==> src/rtl/u8bd_pkg.sv <==
// Shared types and constants for the UTF-8 BMP stream decoder.
package u8bd_pkg;

  // Byte classification masks and tags
  localparam logic [7:0] CONT_MASK  = 8'hC0;
  localparam logic [7:0] CONT_TAG   = 8'h80;
  localparam logic [7:0] LEAD2_MASK = 8'hE0;
  localparam logic [7:0] LEAD2_TAG  = 8'hC0;
  localparam logic [7:0] LEAD3_MASK = 8'hF0;
  localparam logic [7:0] LEAD3_TAG  = 8'hE0;
  localparam logic [7:0] PAY2_MASK  = 8'h1F;
  localparam logic [7:0] PAY3_MASK  = 8'h0F;
  localparam logic [7:0] PAYC_MASK  = 8'h3F;

  // Code point limits for overlong and surrogate checks
  localparam logic [15:0] MIN_TWO   = 16'h0080;
  localparam logic [15:0] MIN_THREE = 16'h0800;
  localparam logic [15:0] SURR_LO   = 16'hD800;
  localparam logic [15:0] SURR_HI   = 16'hDFFF;

  // Pending continuation counts and sequence lengths
  localparam logic [1:0] PEND_NONE = 2'd0;
  localparam logic [1:0] PEND_ONE  = 2'd1;
  localparam logic [1:0] PEND_TWO  = 2'd2;
  localparam logic [1:0] LEN_NONE  = 2'd0;
  localparam logic [1:0] LEN_TWO   = 2'd2;
  localparam logic [1:0] LEN_THREE = 2'd3;

  // One classified input transaction, queued for the back end
  typedef struct packed {
    logic        cp_vld;   // a code point result is carried
    logic [15:0] cp;
    logic        eos;      // a status result follows
    logic        err;      // status: encoding error
  } u8bd_entry_t;

endpackage

==> src/rtl/u8bd_if.sv <==
// Stream interfaces for the byte input and the code point output.
interface u8bd_in_if;
  logic       valid;
  logic       ready;
  logic [7:0] data_byte;
  logic       has_byte;
  logic       string_end;

  modport source (output valid, output data_byte, output has_byte, output string_end,
                  input ready);
  modport sink   (input valid, input data_byte, input has_byte, input string_end,
                  output ready);
endinterface

interface u8bd_out_if;
  logic        valid;
  logic        ready;
  logic [15:0] code_point;
  logic        end_of_string;
  logic        encoding_error;

  modport source (output valid, output code_point, output end_of_string,
                  output encoding_error, input ready);
  modport sink   (input valid, input code_point, input end_of_string,
                  input encoding_error, output ready);
endinterface

==> src/rtl/u8bd_front.sv <==
// Front end: accepts bytes, runs the UTF-8 decode state and queues results.
module u8bd_front
  import u8bd_pkg::*;
(
  input  logic         clk_i,
  input  logic         rst_ni,
  u8bd_in_if.sink      in_i,
  input  logic         full_i,
  output logic         push_o,
  output u8bd_entry_t  entry_o
);

  logic [1:0]  pend_q, pend_d;
  logic [15:0] part_q, part_d;
  logic [1:0]  len_q, len_d;
  logic        err_q, err_d;
  logic [7:0]  b;
  logic [15:0] v;
  logic        bad;
  logic        acc;

  assign b          = in_i.data_byte;
  assign in_i.ready = !full_i;
  assign acc        = in_i.valid && !full_i;
  assign v          = part_q | {10'd0, b[5:0]};

  // Decode step for one byte, then end-of-string handling
  always_comb begin
    pend_d        = pend_q;
    part_d        = part_q;
    len_d         = len_q;
    err_d         = err_q;
    bad           = 1'b0;
    entry_o       = '0;
    if (in_i.has_byte && !err_q) begin
      if (pend_q == PEND_NONE) begin
        if ((b & CONT_TAG) == 8'h00) begin
          entry_o.cp_vld = 1'b1;
          entry_o.cp     = {8'h00, b};
        end else if ((b & LEAD2_MASK) == LEAD2_TAG) begin
          part_d = {5'd0, b[4:0], 6'd0} & {5'd0, PAY2_MASK[4:0], 6'd0};
          pend_d = PEND_ONE;
          len_d  = LEN_TWO;
        end else if ((b & LEAD3_MASK) == LEAD3_TAG) begin
          part_d = {b[3:0], 12'd0} & {PAY3_MASK[3:0], 12'd0};
          pend_d = PEND_TWO;
          len_d  = LEN_THREE;
        end else begin
          bad = 1'b1;
        end
      end else if ((b & CONT_MASK) != CONT_TAG) begin
        bad = 1'b1;
      end else if (pend_q == PEND_TWO) begin
        part_d = part_q | {4'd0, b[5:0] & PAYC_MASK[5:0], 6'd0};
        pend_d = PEND_ONE;
      end else begin
        // last continuation: range checks on the finished value
        if (len_q == LEN_THREE) begin
          bad = (v < MIN_THREE) || ((v >= SURR_LO) && (v <= SURR_HI));
        end else begin
          bad = (v < MIN_TWO);
        end
        if (!bad) begin
          pend_d         = PEND_NONE;
          part_d         = '0;
          len_d          = LEN_NONE;
          entry_o.cp_vld = 1'b1;
          entry_o.cp     = v;
        end
      end
      if (bad) begin
        err_d  = 1'b1;
        pend_d = PEND_NONE;
        part_d = '0;
        len_d  = LEN_NONE;
      end
    end
    // status transaction closes the string and clears the state
    if (in_i.string_end) begin
      entry_o.eos = 1'b1;
      entry_o.err = err_d || (pend_d != PEND_NONE);
      pend_d      = PEND_NONE;
      part_d      = '0;
      len_d       = LEN_NONE;
      err_d       = 1'b0;
    end
    push_o = acc && (entry_o.cp_vld || entry_o.eos);
  end

  // Decoder state registers
  always_ff @(posedge clk_i or negedge rst_ni) begin
    if (!rst_ni) begin
      pend_q <= PEND_NONE;
      part_q <= '0;
      len_q  <= LEN_NONE;
      err_q  <= 1'b0;
    end else if (acc) begin
      pend_q <= pend_d;
      part_q <= part_d;
      len_q  <= len_d;
      err_q  <= err_d;
    end
  end

endmodule

==> src/rtl/u8bd_fifo.sv <==
// Short queue of classified entries between the front and back ends.
module u8bd_fifo
  import u8bd_pkg::*;
#(
  parameter int unsigned DEPTH = 4
) (
  input  logic         clk_i,
  input  logic         rst_ni,
  input  logic         push_i,
  input  u8bd_entry_t  wdata_i,
  output logic         full_o,
  input  logic         pop_i,
  output u8bd_entry_t  rdata_o,
  output logic         empty_o
);

  localparam int unsigned PW = (DEPTH > 1) ? $clog2(DEPTH) : 1;
  localparam int unsigned CW = $clog2(DEPTH + 1);
  localparam logic [PW-1:0] LAST = PW'(DEPTH - 1);

  u8bd_entry_t   mem_q [DEPTH];
  logic [PW-1:0] wr_q, rd_q;
  logic [CW-1:0] cnt_q;
  logic          do_push, do_pop;

  assign full_o  = (cnt_q == CW'(DEPTH));
  assign empty_o = (cnt_q == '0);
  assign do_push = push_i && !full_o;
  assign do_pop  = pop_i && !empty_o;
  assign rdata_o = mem_q[rd_q];

  // Entry storage
  always_ff @(posedge clk_i) begin
    if (do_push) begin
      mem_q[wr_q] <= wdata_i;
    end
  end

  // Pointers and fill count
  always_ff @(posedge clk_i or negedge rst_ni) begin
    if (!rst_ni) begin
      wr_q  <= '0;
      rd_q  <= '0;
      cnt_q <= '0;
    end else begin
      if (do_push) begin
        wr_q <= (wr_q == LAST) ? '0 : wr_q + PW'(1);
      end
      if (do_pop) begin
        rd_q <= (rd_q == LAST) ? '0 : rd_q + PW'(1);
      end
      if (do_push && !do_pop) begin
        cnt_q <= cnt_q + CW'(1);
      end else if (do_pop && !do_push) begin
        cnt_q <= cnt_q - CW'(1);
      end
    end
  end

endmodule

==> src/rtl/u8bd_back.sv <==
// Back end: splits queued entries into result transactions on an output register.
module u8bd_back
  import u8bd_pkg::*;
(
  input  logic         clk_i,
  input  logic         rst_ni,
  input  u8bd_entry_t  head_i,
  input  logic         empty_i,
  output logic         pop_o,
  u8bd_out_if.source   out_o
);

  logic        vld_q, vld_d;
  logic        sent_q, sent_d;   // code point of the head already sent
  logic [15:0] cp_q, cp_d;
  logic        eos_q, eos_d;
  logic        err_q, err_d;
  logic        load;

  assign load = !vld_q || out_o.ready;

  // Pick the next result from the queue head
  always_comb begin
    vld_d  = vld_q;
    sent_d = sent_q;
    cp_d   = cp_q;
    eos_d  = eos_q;
    err_d  = err_q;
    pop_o  = 1'b0;
    if (load) begin
      vld_d = !empty_i;
      if (!empty_i) begin
        if (head_i.cp_vld && !sent_q) begin
          cp_d  = head_i.cp;
          eos_d = 1'b0;
          err_d = 1'b0;
          if (head_i.eos) begin
            sent_d = 1'b1;
          end else begin
            pop_o = 1'b1;
          end
        end else begin
          cp_d   = '0;
          eos_d  = 1'b1;
          err_d  = head_i.err;
          sent_d = 1'b0;
          pop_o  = 1'b1;
        end
      end
    end
  end

  // Control registers
  always_ff @(posedge clk_i or negedge rst_ni) begin
    if (!rst_ni) begin
      vld_q  <= 1'b0;
      sent_q <= 1'b0;
    end else begin
      vld_q  <= vld_d;
      sent_q <= sent_d;
    end
  end

  // Output payload
  always_ff @(posedge clk_i) begin
    cp_q  <= cp_d;
    eos_q <= eos_d;
    err_q <= err_d;
  end

  assign out_o.valid          = vld_q;
  assign out_o.code_point     = cp_q;
  assign out_o.end_of_string  = eos_q;
  assign out_o.encoding_error = err_q;

endmodule

==> src/rtl/utf8_bmp_stream_decoder_top.sv <==
// UTF-8 to BMP code point stream decoder, one byte per cycle.
// A result passes through the entry queue and then the output register before it appears.
// Input transactions are taken one per cycle while the queue is not full; a byte that
// completes a code point and also ends the string yields two results, sent one after the other.
// Input is held off only while the entry queue (FIFO_DEPTH entries) is full.
// Reset clears the decoder state, the queue pointers and the output valid.
module utf8_bmp_stream_decoder_top
  import u8bd_pkg::*;
#(
  parameter int unsigned FIFO_DEPTH = 4
) (
  input  logic        clk_i,
  input  logic        rst_ni,
  u8bd_in_if.sink     in_i,
  u8bd_out_if.source  out_o
);

  u8bd_entry_t wr_entry, head;
  logic        push, full, pop, empty;

  u8bd_front u_front (
    .clk_i   (clk_i),
    .rst_ni  (rst_ni),
    .in_i    (in_i),
    .full_i  (full),
    .push_o  (push),
    .entry_o (wr_entry)
  );

  u8bd_fifo #(
    .DEPTH (FIFO_DEPTH)
  ) u_fifo (
    .clk_i   (clk_i),
    .rst_ni  (rst_ni),
    .push_i  (push),
    .wdata_i (wr_entry),
    .full_o  (full),
    .pop_i   (pop),
    .rdata_o (head),
    .empty_o (empty)
  );

  u8bd_back u_back (
    .clk_i   (clk_i),
    .rst_ni  (rst_ni),
    .head_i  (head),
    .empty_i (empty),
    .pop_o   (pop),
    .out_o   (out_o)
  );

endmodule
==> src/flat_wrapper.sv <==
// flat-port wrapper written by rule: the top's interface ports become plain ports
module utf8_bmp_stream_decoder_top_flat import u8bd_pkg::*;
#(
  parameter int unsigned FIFO_DEPTH = 4
)
  (clk_i, rst_ni, in_i_valid, in_i_data_byte, in_i_has_byte, in_i_string_end, in_i_ready, out_o_valid, out_o_code_point, out_o_end_of_string, out_o_encoding_error, out_o_ready);
  u8bd_in_if in_i_i ();
  u8bd_out_if out_o_i ();
  input  logic clk_i;
  input  logic rst_ni;
  input wire logic [$bits(in_i_i.valid)-1:0] in_i_valid;
  input wire logic [$bits(in_i_i.data_byte)-1:0] in_i_data_byte;
  input wire logic [$bits(in_i_i.has_byte)-1:0] in_i_has_byte;
  input wire logic [$bits(in_i_i.string_end)-1:0] in_i_string_end;
  output wire logic [$bits(in_i_i.ready)-1:0] in_i_ready;
  output wire logic [$bits(out_o_i.valid)-1:0] out_o_valid;
  output wire logic [$bits(out_o_i.code_point)-1:0] out_o_code_point;
  output wire logic [$bits(out_o_i.end_of_string)-1:0] out_o_end_of_string;
  output wire logic [$bits(out_o_i.encoding_error)-1:0] out_o_encoding_error;
  input wire logic [$bits(out_o_i.ready)-1:0] out_o_ready;
  assign in_i_i.valid = in_i_valid;
  assign in_i_i.data_byte = in_i_data_byte;
  assign in_i_i.has_byte = in_i_has_byte;
  assign in_i_i.string_end = in_i_string_end;
  assign in_i_ready = in_i_i.ready;
  assign out_o_valid = out_o_i.valid;
  assign out_o_code_point = out_o_i.code_point;
  assign out_o_end_of_string = out_o_i.end_of_string;
  assign out_o_encoding_error = out_o_i.encoding_error;
  assign out_o_i.ready = out_o_ready;
  utf8_bmp_stream_decoder_top #(.FIFO_DEPTH(FIFO_DEPTH)) u_core (.clk_i(clk_i), .rst_ni(rst_ni), .in_i(in_i_i), .out_o(out_o_i));
endmodule
==> config.mk <==
export PLATFORM = sky130hd
export DESIGN_NAME = utf8_bmp_stream_decoder_top_flat
export DESIGN_NICKNAME = d
export VERILOG_FILES = /design/src/rtl/u8bd_pkg.sv /design/src/rtl/u8bd_if.sv /design/src/rtl/u8bd_front.sv /design/src/rtl/u8bd_fifo.sv /design/src/rtl/u8bd_back.sv /design/src/rtl/utf8_bmp_stream_decoder_top.sv /design/src/flat_wrapper.sv
export SDC_FILE = /design/constraint.sdc
export NUM_CORES = 1
export LEC_CHECK = 0
export ABC_CLOCK_PERIOD_IN_PS = 8000
export BUFFER_PORTS_ARGS = -buffer_cell sky130_fd_sc_hd__clkbuf_2
export CAP_MARGIN = 20
export CORE_UTILIZATION = 38
export CTS_CLUSTER_DIAMETER = 150
export DETAILED_ROUTE_END_ITERATION = 7
export GPL_TIMING_DRIVEN = 1
export REMOVE_ABC_BUFFERS = 1
export SLEW_MARGIN = 10
export SYNTH_ARGS = -nofsm -noshare
export SYNTH_HDL_FRONTEND = slang
export SYNTH_SLANG_ARGS = --single-unit
==> constraint.sdc <==
create_clock -name clk_i -period 8 [get_ports clk_i]
set_input_delay 1.2 -clock clk_i [delete_from_list [all_inputs] [get_ports clk_i]]
set_output_delay 1.2 -clock clk_i [all_outputs]
set_load 0.03 [all_outputs]
# ---- Word-level counts from Yosys, hierarchy flattened
# Memory sizes are Yosys's and may differ from the RTL's.
# Cells that the tools add are included.
dict set report word_totals {
  romBits 0
  inputBits 14
  output_inout_bits 20
  register_bits 48
  ram_bits 76
  wordCells 134
  latch_bits 0
  mem_count 1
}
# memory words width read_ports rd_clocked_by_memory_dff wr line_no
set memory_table {}
lappend memory_table {u_core.u_fifo.mem_q 4 19 1 0 1 u8bd_fifo.sv:21} ;# u8bd_entry_t mem_q [DEPTH];
dict set report op_classes {
  eq_ne 15
  add_sub_neg 4
  magnitude_cmp 4
  bitwise 3
  div_mod_pow 0
  shift 0
  mux 65
  multipliers 0
  n_reduce_logical 30
}
# op count
set ops {}
lappend ops {{$mux W16} 10}
lappend ops {{$mux W17} 6}
lappend ops {{$mux W2} 23}
lappend ops {{$mux W1} 24}
lappend ops {{$ge A16 B16 Y1 const B} 1}
lappend ops {{$le A16 B16 Y1 const B} 1}
lappend ops {{$lt A16 B12 Y1 const B} 1}
lappend ops {{$lt A16 B8 Y1 const B} 1}
lappend ops {{$ne A4 B3 Y1 const B} 4}
lappend ops {{$or A16 B12 Y16} 1}
lappend ops {{$or A16 B6 Y16} 1}
lappend ops {{$logic_and A1 B1 Y1} 9}
lappend ops {{$eq A2 B2 Y1 const B} 4}
lappend ops {{$logic_not A8 Y1} 1}
lappend ops {{$logic_not A1 Y1} 7}
lappend ops {{$reduce_and A7 Y1} 1}
lappend ops {{$eq A3 B3 Y1 const B} 2}
lappend ops {{$mux W3} 2}
lappend ops {{$reduce_and A6 Y1} 1}
lappend ops {{$reduce_bool A2 Y1} 3}
lappend ops {{$ne A5 B2 Y1 const B} 1}
lappend ops {{$ne A5 B4 Y1 const B} 1}
lappend ops {{$add A2 B1 Y2 const B} 2}
lappend ops {{$eq A4 B4 Y1 const B} 1}
lappend ops {{10 further kinds} 13}

# ---- Logic depth before layout (Yosys ltp)
# Gate-level depths: netlist of the first run.
dict set report logic_depth {
  depth_word 25
  mapped_depth 11
  depth_no_buf 10
}

# ---- Cells and area by module
# Synthesis of the first run repeated with hierarchy kept, for this count alone.
dict set report unflattened {
  hier_cells 293
  area_unflattened_um2 4988.5
}
# mod cells_per_inst area_each_um2 n_inst seq_area_each_um2
set modules_own_cells {}
lappend modules_own_cells {u8bd_fifo 136 3178.0 1 2457.4}
lappend modules_own_cells {u8bd_front 110 1039.7 1 375.4}
lappend modules_own_cells {u8bd_back 47 770.7 1 590.6}

# ---- Worst setup path after synthesis of the first run
# OpenSTA, ideal clock, no wires.
dict set report synth_path {
  path_kind {input to register}
  start {in out_o_ready}
  end {reg u_core.u_fifo.cnt_q[1]}
  slack_ns 4.415
  cell_stages 7
  required_time_ns 7.875
  arrival_time_ns 3.460
  path_buffers 0
  setup_time_ns 0.125
  cell_sequence {inv_1 -> a21oi_1 -> o21ai_2 -> ha_1 -> inv_1 -> fa_1 -> mux2_2}
}
dict set report synth_between {
  elab_chain_cells 6
  elab_cells_between_ends 8
  classes_between {mux: 2; reduce/logical: 6}
}
# item line_no
set synth_rtl {}
lappend synth_rtl {{start, declared} flat_wrapper.sv:20} ;# input wire logic [$bits(out_o_i.ready)-1:0] out_o_ready;
lappend synth_rtl {{$logic_or A1 B1 Y1 (*)} u8bd_back.sv:20} ;# assign load = !vld_q || out_o.ready;
lappend synth_rtl {{$mux W1 (*)} u8bd_back.sv:30} ;# if (load) begin
lappend synth_rtl {{$logic_and A1 B1 Y1 (*)} u8bd_fifo.sv:29} ;# assign do_pop = pop_i && !empty_o;
lappend synth_rtl {{$logic_not A1 Y1} u8bd_fifo.sv:52} ;# if (do_push && !do_pop) begin
lappend synth_rtl {{$logic_and A1 B1 Y1} u8bd_fifo.sv:52}
lappend synth_rtl {{$mux W3 or $reduce_bool A2 Y1 (tied branches)} --}
lappend synth_rtl {{end signal, assigned} u8bd_fifo.sv:53} ;# cnt_q <= cnt_q + CW'(1);
lappend synth_rtl {{end signal, assigned} u8bd_fifo.sv:55} ;# cnt_q <= cnt_q - CW'(1);
lappend synth_rtl {{end, declared} u8bd_fifo.sv:23} ;# logic [CW-1:0] cnt_q;
# Every way passes the cells marked *; elsewhere a longest branch is shown, timed or not.
# A chain may end at the register's enable or synchronous reset.

# ---- Worst setup path in the final report of the first run
dict set report layout_path {
  start {reg u_core.u_fifo.rd_q[1]}
  end {reg u_core.u_fifo.cnt_q[2]}
}
dict set report layout_between {
  elab_chain_cells 9
  elab_cells_between_ends 12
  classes_between {mux: 5; reduce/logical: 6; memory: 1}
}
# item line_no
set layout_rtl {}
lappend layout_rtl {{start, declared} u8bd_fifo.sv:22} ;# logic [PW-1:0] wr_q, rd_q;
lappend layout_rtl {{start signal, assigned} u8bd_fifo.sv:50} ;# rd_q <= (rd_q == LAST) ? '0 : rd_q + PW'(1);
lappend layout_rtl {{$mem_v2 Z4 W19 (*)} --}
lappend layout_rtl {{$mux W1 or $logic_and A1 B1 Y1 (tied branches)} {u8bd_back.sv:37, u8bd_back.sv:33}}
lappend layout_rtl {{$mux W1 (*)} u8bd_back.sv:33} ;# if (head_i.cp_vld && !sent_q) begin
lappend layout_rtl {{$mux W1 (*)} u8bd_back.sv:32} ;# if (!empty_i) begin
lappend layout_rtl {{$mux W1 (*)} u8bd_back.sv:30}
lappend layout_rtl {{$logic_and A1 B1 Y1 (*)} u8bd_fifo.sv:29}
lappend layout_rtl {{$logic_not A1 Y1} u8bd_fifo.sv:52}
lappend layout_rtl {{$logic_and A1 B1 Y1} u8bd_fifo.sv:52}
lappend layout_rtl {{$mux W3 or $reduce_bool A2 Y1 (tied branches)} --}
# Marked as above.

==> metrics.md, run 1 <==
| Metric | Value |
|---|---|
| Status | completed |
| Die H | 116 um |
| Max clock buf depth | 2 |
| Min Tclk post-route | 3.46 ns |
| Leak pwr | 2.23 nW |
| Postcts setup bufs | 0 |
| Die area | 13300 um2 |
| Ant diodes | 0 |
| Crit path capture type | flip-flop |
| Mux contribution to synthesized area | 9.81% |
| Vias in the first global route | 2646 |
| Starting Density | 39.0% |
| Vias | 2586 |
| Max-slew headroom | 36.0% |
| Hold_buf cts | 0 |
| Max-slew violations | 0 |
| Adder-cell share of the synthesized area | 1.94% |
| Total track usage | 15.1% |
| Placed cells | 483 |
| CP cell instances | mux4_2 > nand2b_1 > o21ai_2 > ha_1 > inv_1 > fa_1 > xor2_1 > nor2_1 > xor2_1 |
| Antenna-violating nets left | 0 |
| CP max FO | 21 |
| Sequential fraction of the synthesis area | 69.9% |
| Global-route wire length before repair | 14300 um |
| Number of warnings issued by yosys | 0 |
| CTS sink count | 118 |
| Setup violations, final | 0 |
| Simple-gate share of the synthesized area | 9.55% |
| Worst Setup Path Type | reg2reg |
| Footprint of the multi-input gates | 1400 um2 |
| Actual slew at the worst max-slew pin | 0.961 ns |
| Synth Register Bits | 118 |
| Post-synth EDFFs | 94 |
| Post-Synth XOR/XNOR Area | 0.536% |
| Final nets | 351 |
| Reg area | 3420 um2 |
| Drt wl/cell | 17.6 um |
| Drt initial violations | 79 |
| Largest family of logic cells by synthesized area | multiplexers |
| Post-Synthesis Cells | 284 |
| Clk_lat worst skew | 0.41 ns |
| Final core utilization | 46.5% |
| Maxcap violations | 0 |
| I/O pins | 34 |
| H-tree Lvls | 4 |
| Total gr overflow | 0 |
| Via density | 5.02 |
| Die width | 116 um |
| Syn-to-layout area delta | 19.3% |
| Post-synth ARST share | 20.3% |
| Setup TNS | 0 ns |
| Crit path top cell by count | xor2_1 |
| Core area | 12600 um2 |
| Synthesized area | 4900 um2 |
| Share of layout cells above drive strength 1 | 30.9% |
| IO Port Bufs | 33 |
| Final worst clock skew | 0.00843 ns |
| Worst setup SP type | flip-flop |
| Cell Pwr Density | 367 nW/um2 |
| Largest net degree at the start of global routing | 25 |
| DR DRC count | 0 |
| Peak VDD IR | 174 uV |
| Clock-pin slew on the worst setup and hold paths | 0.06 ns |
| Initial antenna violation count | 0 |
| Finished Layout Cells | 515 |
| Compound-Gate Fraction of Synth Area | 6.64% |
| Avg Inst Size Synth | 17.2 um2 |
| Placer Congestion | 0.887 |
| CTS tree | built |
| Worst Path Arrival | 3.79 ns |
| Hpwl dp | 5630 um |
| Req. time, crit path | 8.33 ns |
| Crit-path max cell delay | 0.97 ns |
| Drt first pass iters | 4 |
| Worst min path class | reg2reg |
| Count of cell types in the netlist | 47 |
| Top FF cell, synth | edfxtp_1 |
| Max Clk Rate | 289 MHz |
| Cts repair resizes | 0 |
| Slowest stage cell, crit path | dfrtp_1 |
| Cell Rows | 41 |
| Drt total wl | 9040 um |
| Final hold vios | 0 |
| Crit share post-route | 43.2% |
| Unrepaired setup endpoints after global routing | false |
| Filler cells | 1093 |
| CTS root buffer | clkbuf_16 |
| Num CTS Buffers | 17 |
## Yosys cell counts, drive strengths merged, types with 4 or more instances
cell / number / area [um2]
nor2: 10 / 45.0
dfrtp: 24 / 601
o21ai: 9 / 52.6
nor3: 6 / 30.0
mux4: 19 / 428
nand2b: 6 / 40.0
a21o: 5 / 40.0
and2: 20 / 130
edfxtp: 94 / 2820
a22o: 9 / 78.8
buf: 8 / 46.3
nand2: 7 / 26.3
inv: 9 / 33.8
a21oi: 4 / 31.3
nor2b: 18 / 113
mux2: 4 / 52.6
ha: 6 / 75.1
o21a: 4 / 30.0
## registers in the layout (all words and copies together), names as in the netlist, 2 cells and up
signal / flops
u_core.u_fifo.cnt_q: 3
u_core.u_fifo.mem_q: 76
u_core.u_fifo.rd_q: 2
u_core.u_back.out_o.code_point: 16
u_core.u_front.pend_q: 2
u_core.u_front.len_q: 2
u_core.u_fifo.wr_q: 2
u_core.u_front.part_q: 10
## worst paths after layout
check                                              from                        to  slack [ns]  cells past startpoint
worst max-delay path              u_core.u_fifo.rd_q[1]    u_core.u_fifo.cnt_q[2]        4.54                      9
worst min-delay path            u_core.u_front.len_q[0]   u_core.u_front.len_q[0]        0.49                      1
worst max register to register    u_core.u_fifo.rd_q[1]    u_core.u_fifo.cnt_q[2]        4.54                      9
worst min register to register  u_core.u_front.len_q[0]   u_core.u_front.len_q[0]        0.49                      1
max in group asynchronous                        rst_ni  u_core.u_front.part_q[8]        6.76                      1
min in group asynchronous                        rst_ni     u_core.u_fifo.wr_q[0]        0.81                      1
## final cells by class
class	instances	area share [%]
Sequential cell	118	58.6
Multi-Input combinational cell	149	23.9
Clock buffer	17	7.28
Tap cell	172	3.68
Timing Repair Buffer	35	3.08
Clock inverter	15	2.89
Inverter	9	0.578
## report_power, final
group	switching (mW)	internal, mW
registers	0.0666	0.803
logic	0.300	0.218
clock network	0.290	0.466
total	0.657	1.49
## critical path: cells and delay by family (launching register included)
family          cells  cell delay [ns]
compound gates      1             0.46
flops               1             0.97
xor+xnor            2             0.31
fa+ha+maj           2             0.63
mux                 1             0.36
buf+inv             1             0.06
simple gates        2             0.59
## metrics by stage
step	total power [mW]	hold WS (ns)	area [um2]	setup WS (ns)
after CTS	2.17	0.483	5850	4.47
final	2.14	0.487	5850	4.54
after global placement	1.40	0.464	5250	4.62
after detailed placement	1.41	0.468	5250	4.52
after floorplan	1.26	0.450	4850	4.42
after global routing	2.24	0.512	5850	4.25
## cells in the final DEF (no fill, tap or decap), types with 6 or more instances in the layout
cell / n
nor3_1: 6
mux4_2: 19
a22o_1: 9
edfxtp_1: 94
and2_1: 16
dfrtp_1: 24
clkbuf_16: 17
ha_1: 6
nand2_1: 7
nor2_1: 9
o21ai_0: 6
clkbuf_2: 33
inv_1: 9
nor2b_1: 18
## per-layer routing
layer	global-route usage, %	vias up	share of wire, %
met4	4.68	0	1.3
met3	4.97	14	3.3
li1	-	1188	-
met2	25.4	62	50
met1	18.7	1322	45
met5	0	-	0
## logic make-up (layout without fill, tap and decap cells)
kind of cell,count (synthesis),count (layout)
buf+inv,17,76
fa+ha+maj,7,7
simple gates,76,76
mux,23,23
xor+xnor,3,3
flops,118,118
compound gates,40,40
(Power assumes the default switching activity.)
==> inputs of run 2 (changes only) <==
--- a/config.mk
+++ b/config.mk
@@ -5,7 +5,7 @@
 export SDC_FILE = /design/constraint.sdc
 export NUM_CORES = 1
 export LEC_CHECK = 0
-export ABC_CLOCK_PERIOD_IN_PS = 8000
+export ABC_CLOCK_PERIOD_IN_PS = 3600
 export BUFFER_PORTS_ARGS = -buffer_cell sky130_fd_sc_hd__clkbuf_2
 export CAP_MARGIN = 20
 export CORE_UTILIZATION = 38
==> constraint.sdc (replaced) <==
create_clock -name clk_i -period 3.6 [get_ports clk_i]
set_input_delay 0.54 -clock clk_i [delete_from_list [all_inputs] [get_ports clk_i]]
set_output_delay 0.54 -clock clk_i [all_outputs]
set_load 0.03 [all_outputs]
==> metrics.md, run 2 (synthesis results as in run 1) <==
| Metric | Value |
|---|---|
| Core area | 12600 um2 |
| Die width | 116 um |
| Net load switching power | 1.42 mW |
| Cell Rows | 41 |
| Drt initial violations | 120 |
| Footprint of the multi-input gates | 1400 um2 |
| Setup violations, final | 0 |
| Peak VDD IR | 351 uV |
| Reg area | 3420 um2 |
| Starting Density | 39.0% |
| CTS root buffer | clkbuf_16 |
| Max reg flops | 76 |
| Filler cells | 1055 |
| Die area | 13300 um2 |
| Biggest register | u_core.u_fifo.mem_q |
| Setup ws final | 1.01 ns |
| Setup TNS | 0 ns |
| Leak pwr | 2.28 nW |
| Cell Pwr Density | 841 nW/um2 |
| Clk_lat worst skew | 0.41 ns |
| Largest net degree at the start of global routing | 25 |
| Clock-pin slew on the worst setup and hold paths | 0.06 ns |
| Via density | 4.99 |
| Final nets | 353 |
| Unrepaired setup endpoints after global routing | false |
| Cts repair resizes | 0 |
| Final hold vios | 0 |
| Vias | 2582 |
| Req. time, crit path | 3.93 ns |
| Worst setup SP type | flip-flop |
| Total gr overflow | 0 |
| Maxcap violations | 0 |
| IO Port Bufs | 33 |
| Crit path capture type | flip-flop |
| DR DRC count | 0 |
| Drt wl/cell | 16.9 um |
| Crit share post-route | 71.9% |
| CP max FO | 7 |
| Actual slew at the worst max-slew pin | 0.900 ns |
| Drt total wl | 8740 um |
| Combinational share of power | 23.8% |
| Sequential Power Share | 38.0% |
| Final worst clock skew | 0.0102 ns |
| Clk pwr share | 38.2% |
| Vias in the first global route | 2644 |
| P_int | 3.58 mW |
| Commonest non-fill, non-tap cell in the layout | edfxtp_1 |
| Ant diodes | 0 |
| Placed Area | 5270 um2 |
| Share of layout cells above drive strength 1 | 31.0% |
| Global-route wire length before repair | 13800 um |
| Worst min path class | in2async |
| Num CTS Buffers | 17 |
| Worst slack, placed | 0.933 ns |
| Die H | 116 um |
| Switching Share | 28.3% |
| Postcts setup bufs | 0 |
| Max-slew headroom | 39.6% |
| Drt first pass iters | 4 |
| CTS sink count | 118 |
| Worst Setup Path Type | reg2reg |
| Max-slew violations | 0 |
| Most frequent cells in the layout | edfxtp_1, clkbuf_2, dfrtp_1 |
| Placer Congestion | 0.891 |
| Worst Path Arrival | 2.92 ns |
| Min Tclk post-route | 2.59 ns |
| Hpwl dp | 5490 um |
| H-tree Lvls | 4 |
| Total track usage | 14.7% |
| Syn-to-layout area delta | 21.3% |
| Max clock buf depth | 2 |
| Final Cell Area | 5940 um2 |
| Max Clk Rate | 387 MHz |
| CTS tree | built |
| I/O pins | 34 |
| Status | completed |
| Antenna-violating nets left | 0 |
| Initial antenna violation count | 0 |
| Hold_buf cts | 0 |
run 2: path summary, 6_finish.rpt:
kind | slack, ns | to | startpoint | cells past startpoint
worst max-delay path | 1.01 | u_core.u_fifo.cnt_q[2] | u_core.u_front.part_q[11] | 10
worst min-delay path | 0.14 | u_core.u_fifo.cnt_q[1] | rst_ni | 1
worst max register to register | 1.01 | u_core.u_fifo.cnt_q[2] | u_core.u_front.part_q[11] | 10
worst min register to register | 0.48 | u_core.u_front.len_q[1] | u_core.u_front.len_q[1] | 1
max in group asynchronous | 3.03 | u_core.u_front.part_q[6] | rst_ni | 1
min in group clk_i | 0.33 | u_core.u_back.out_o.valid | out_o_ready | 2
run 2: cell type report:
cell class	count	area share, %
repair buffers	37	3.29
flip-flops and latches	118	57.6
clock inverters	15	4.19
multi-input cells	149	23.5
well taps	172	3.62
clock buffers	17	7.16
inverters	9	0.569
run 2: routing by layer:
metal  part of all wire, %  up-vias  global-route usage [%]
met2                    51       78                    24.2
met3                   4.8       13                    4.08
li1                      -     1193                       -
met1                    42     1298                    17.9
met5                     0        -                       0
met4                   2.2        0                    7.45
run 2: through the flow:
step	power, mW	hold slack [ns]	utilization (%)	cells
CTS	5.06	0.163	47.3	517
global placement	3.12	0.461	41.9	485
detailed placement	3.15	0.470	41.9	485
finish	5.00	0.144	47.3	517
global route	5.21	0.196	47.3	517
floorplan	2.79	0.244	-	276
run 2: worst max-delay path, stage by stage, from the launching register on:
cell      delay [ns]
dfrtp_1         0.41
and4_1          0.22
nor2_1          0.23
nor3_1          0.12
a221oi_4        0.42
ha_1            0.27
inv_1           0.06
fa_1            0.37
xor2_1          0.15
nor2_1          0.12
xor2_1          0.16
run 2: power by group through the flow:
stage	clock network, mW	registers (mW)	logic [mW]
final	1.91	1.90	1.19
after global routing	1.98	1.93	1.30
after CTS	1.93	1.90	1.22
after detailed placement	0	1.93	1.22
after global placement	0	1.92	1.20
after floorplan	0	2.15	0.638
==> inputs of run 3 (changes only) <==
--- a/config.mk
+++ b/config.mk
@@ -5,7 +5,7 @@
 export SDC_FILE = /design/constraint.sdc
 export NUM_CORES = 1
 export LEC_CHECK = 0
-export ABC_CLOCK_PERIOD_IN_PS = 3600
+export ABC_CLOCK_PERIOD_IN_PS = 2100
 export BUFFER_PORTS_ARGS = -buffer_cell sky130_fd_sc_hd__clkbuf_2
 export CAP_MARGIN = 20
 export CORE_UTILIZATION = 38
==> constraint.sdc (replaced) <==
create_clock -name clk_i -period 2.1 [get_ports clk_i]
set_input_delay 0.315 -clock clk_i [delete_from_list [all_inputs] [get_ports clk_i]]
set_output_delay 0.315 -clock clk_i [all_outputs]
set_load 0.03 [all_outputs]
==> metrics.md, run 3 (synthesis results as in run 1) <==
| Metric | Value |
|---|---|
| DR DRC count | 0 |
| Vias | 2732 |
| Via density | 4.82 |
| I/O pins | 34 |
| Worst min path class | in2reg |
| Num CTS Buffers | 17 |
| Biggest register | u_core.u_fifo.mem_q |
| Reg2Reg Depth | 10 |
| Hpwl dp | 6350 um |
| Status | complete, but fails checks |
| Peak VDD IR | 498 uV |
| Drt wl/cell | 17.2 um |
| Drt initial violations | 114 |
| Cell Rows | 41 |
| Drt first pass iters | 4 |
| Final Cell Area | 6330 um2 |
| Syn-to-layout area delta | 29.3% |
| CTS sink count | 118 |
| Most frequent cells in the layout | edfxtp_1, buf_4, clkbuf_2 |
| Max clock buf depth | 2 |
| Cell Pwr Density | 1330 nW/um2 |
| Worst Setup Path Type | reg2reg |
| Starting Density | 39.0% |
| Worst r2r src | u_core.u_front.part_q[11] |
| Total gr overflow | 0 |
| Global-route wire length before repair | 15600 um |
| Crit share post-route | 106% |
| Setup crit end | u_core.u_fifo.cnt_q[2] |
| Hold Crit Depth | 2 |
| Final core utilization | 50.4% |
| Max reg flops | 76 |
| Placed Area | 5560 um2 |
| Crit path capture type | flip-flop |
| Hold WS | 0.113 ns |
| Unrepaired setup endpoints after global routing | true |
| Final nets | 403 |
| Leak pwr | 2.50 nW |
| Setup violations, final | 2 |
| Actual slew at the worst max-slew pin | 0.668 ns |
| Worst setup SP type | flip-flop |
| Max-slew violations | 0 |
| IO Port Bufs | 33 |
| Placer Congestion | 0.838 |
| Req. time, crit path | 2.43 ns |
| Setup ws final | -0.120 ns |
| Commonest non-fill, non-tap cell in the layout | edfxtp_1 |
| CTS tree | built |
| Antenna-violating nets left | 0 |
| Violated checks | negative setup slack |
| Worst Path Arrival | 2.55 ns |
| Die area | 13300 um2 |
| Final hold vios | 0 |
| R2r setup slk | -0.12 ns |
| Max-slew headroom | 55.4% |
| Worst flop-to-flop path endpoint | u_core.u_fifo.cnt_q[2] |
| Largest net degree at the start of global routing | 25 |
| Max Clk Rate | 451 MHz |
| Core area | 12600 um2 |
| CTS root buffer | clkbuf_16 |
| Ant diodes | 0 |
| CP startpoint | u_core.u_front.part_q[11] |
| Total track usage | 16.5% |
| Die H | 116 um |
| Share of layout cells above drive strength 1 | 44.1% |
| Clock-pin slew on the worst setup and hold paths | 0.06 ns |
| Final worst clock skew | 0.0106 ns |
| Drt total wl | 9760 um |
| Finished Layout Cells | 567 |
| CP max FO | 4 |
| Clk_lat worst skew | 0.40 ns |
| H-tree Lvls | 4 |
| Initial antenna violation count | 0 |
| Min Tclk post-route | 2.22 ns |
| Maxcap violations | 0 |
| Total power | 8.41 mW |
| Die width | 116 um |
| Vias in the first global route | 2821 |
| Placed cells | 524 |
==> run 3: changes by cell type in the layout (fill, tap and decap cells not counted), sizes merged <==
cell / change
buf: +49
bufinv: -5
clkbuf: +3
clkinvlp: +2
dlygate4sd3: +1
==> run 3: area by class of cell <==
| cell class | count | area (um2) |
|---|---|---|
| Sequential cell | 118 | 3430 |
| Timing Repair Buffer | 87 | 589 |
| Multi-Input combinational cell | 149 | 1500 |
| Clock inverter | 12 | 98.8 |
| Inverter | 9 | 33.8 |
| Fill cell | 1083 | 6240 |
| Clock buffer | 20 | 468 |
| Tap cell | 172 | 215 |
==> run 3: power breakdown <==
group	internal [mW]	switching, mW	total (mW)
clock	1.72	0.998	2.72
sequential	3.06	0.179	3.24
combinational	1.13	1.32	2.45
total	5.91	2.50	8.41
==> run 3: worst min path at each step <==
stage | from | to | slack [ns]
floorplan | rst_ni | u_core.u_back.out_o.valid | 0.02
global placement | rst_ni | u_core.u_fifo.rd_q[0] | 0.37
detailed placement | rst_ni | u_core.u_fifo.wr_q[1] | 0.38
CTS | out_o_ready | u_core.u_back.out_o.valid | 0.10
global route | out_o_ready | u_core.u_back.out_o.valid | 0.14
finish | out_o_ready | u_core.u_back.out_o.valid | 0.11
==> run 3: worst max-delay path, stage by stage (launching register included) <==
cell	delay (ns)
dfrtp_1	0.43
and4_4	0.23
nor2_4	0.13
nor3_4	0.06
a221oi_4	0.27
ha_2	0.23
inv_2	0.04
fa_2	0.34
xor2_1	0.16
nor2_1	0.11
xor2_1	0.14
==> run 3: routing by layer <==
layer	track usage, %	part of all wire [%]	vias to the layer above
met5	0	0	-
met4	5.89	0.84	0
met3	4.18	3.0	6
met2	28.3	53	58
met1	20.1	44	1376
li1	-	-	1292
==> run 3: per-stage QoR <==
stage | setup WS [ns] | TNS (ns)
after floorplan | -1.14 | -7.78
after global placement | -0.241 | -16.11
after detailed placement | -0.268 | -18.09
after CTS | -0.143 | -0.242
after global routing | -0.208 | -2.42
final | -0.120 | -0.237
==> run 3: what timing repair did <==
| item | CTS | global route |
|---|---|---|
| setup endpoints to repair | 106 | 14 |
| resized for setup | 17 | 15 |
| setup buffers | 5 | 7 |
| endpoints found under the hold margin | 24 | 0 |
| cloned | 0 | 0 |
| pin swaps | 9 | 10 |
| hold buffers | 1 | 0 |
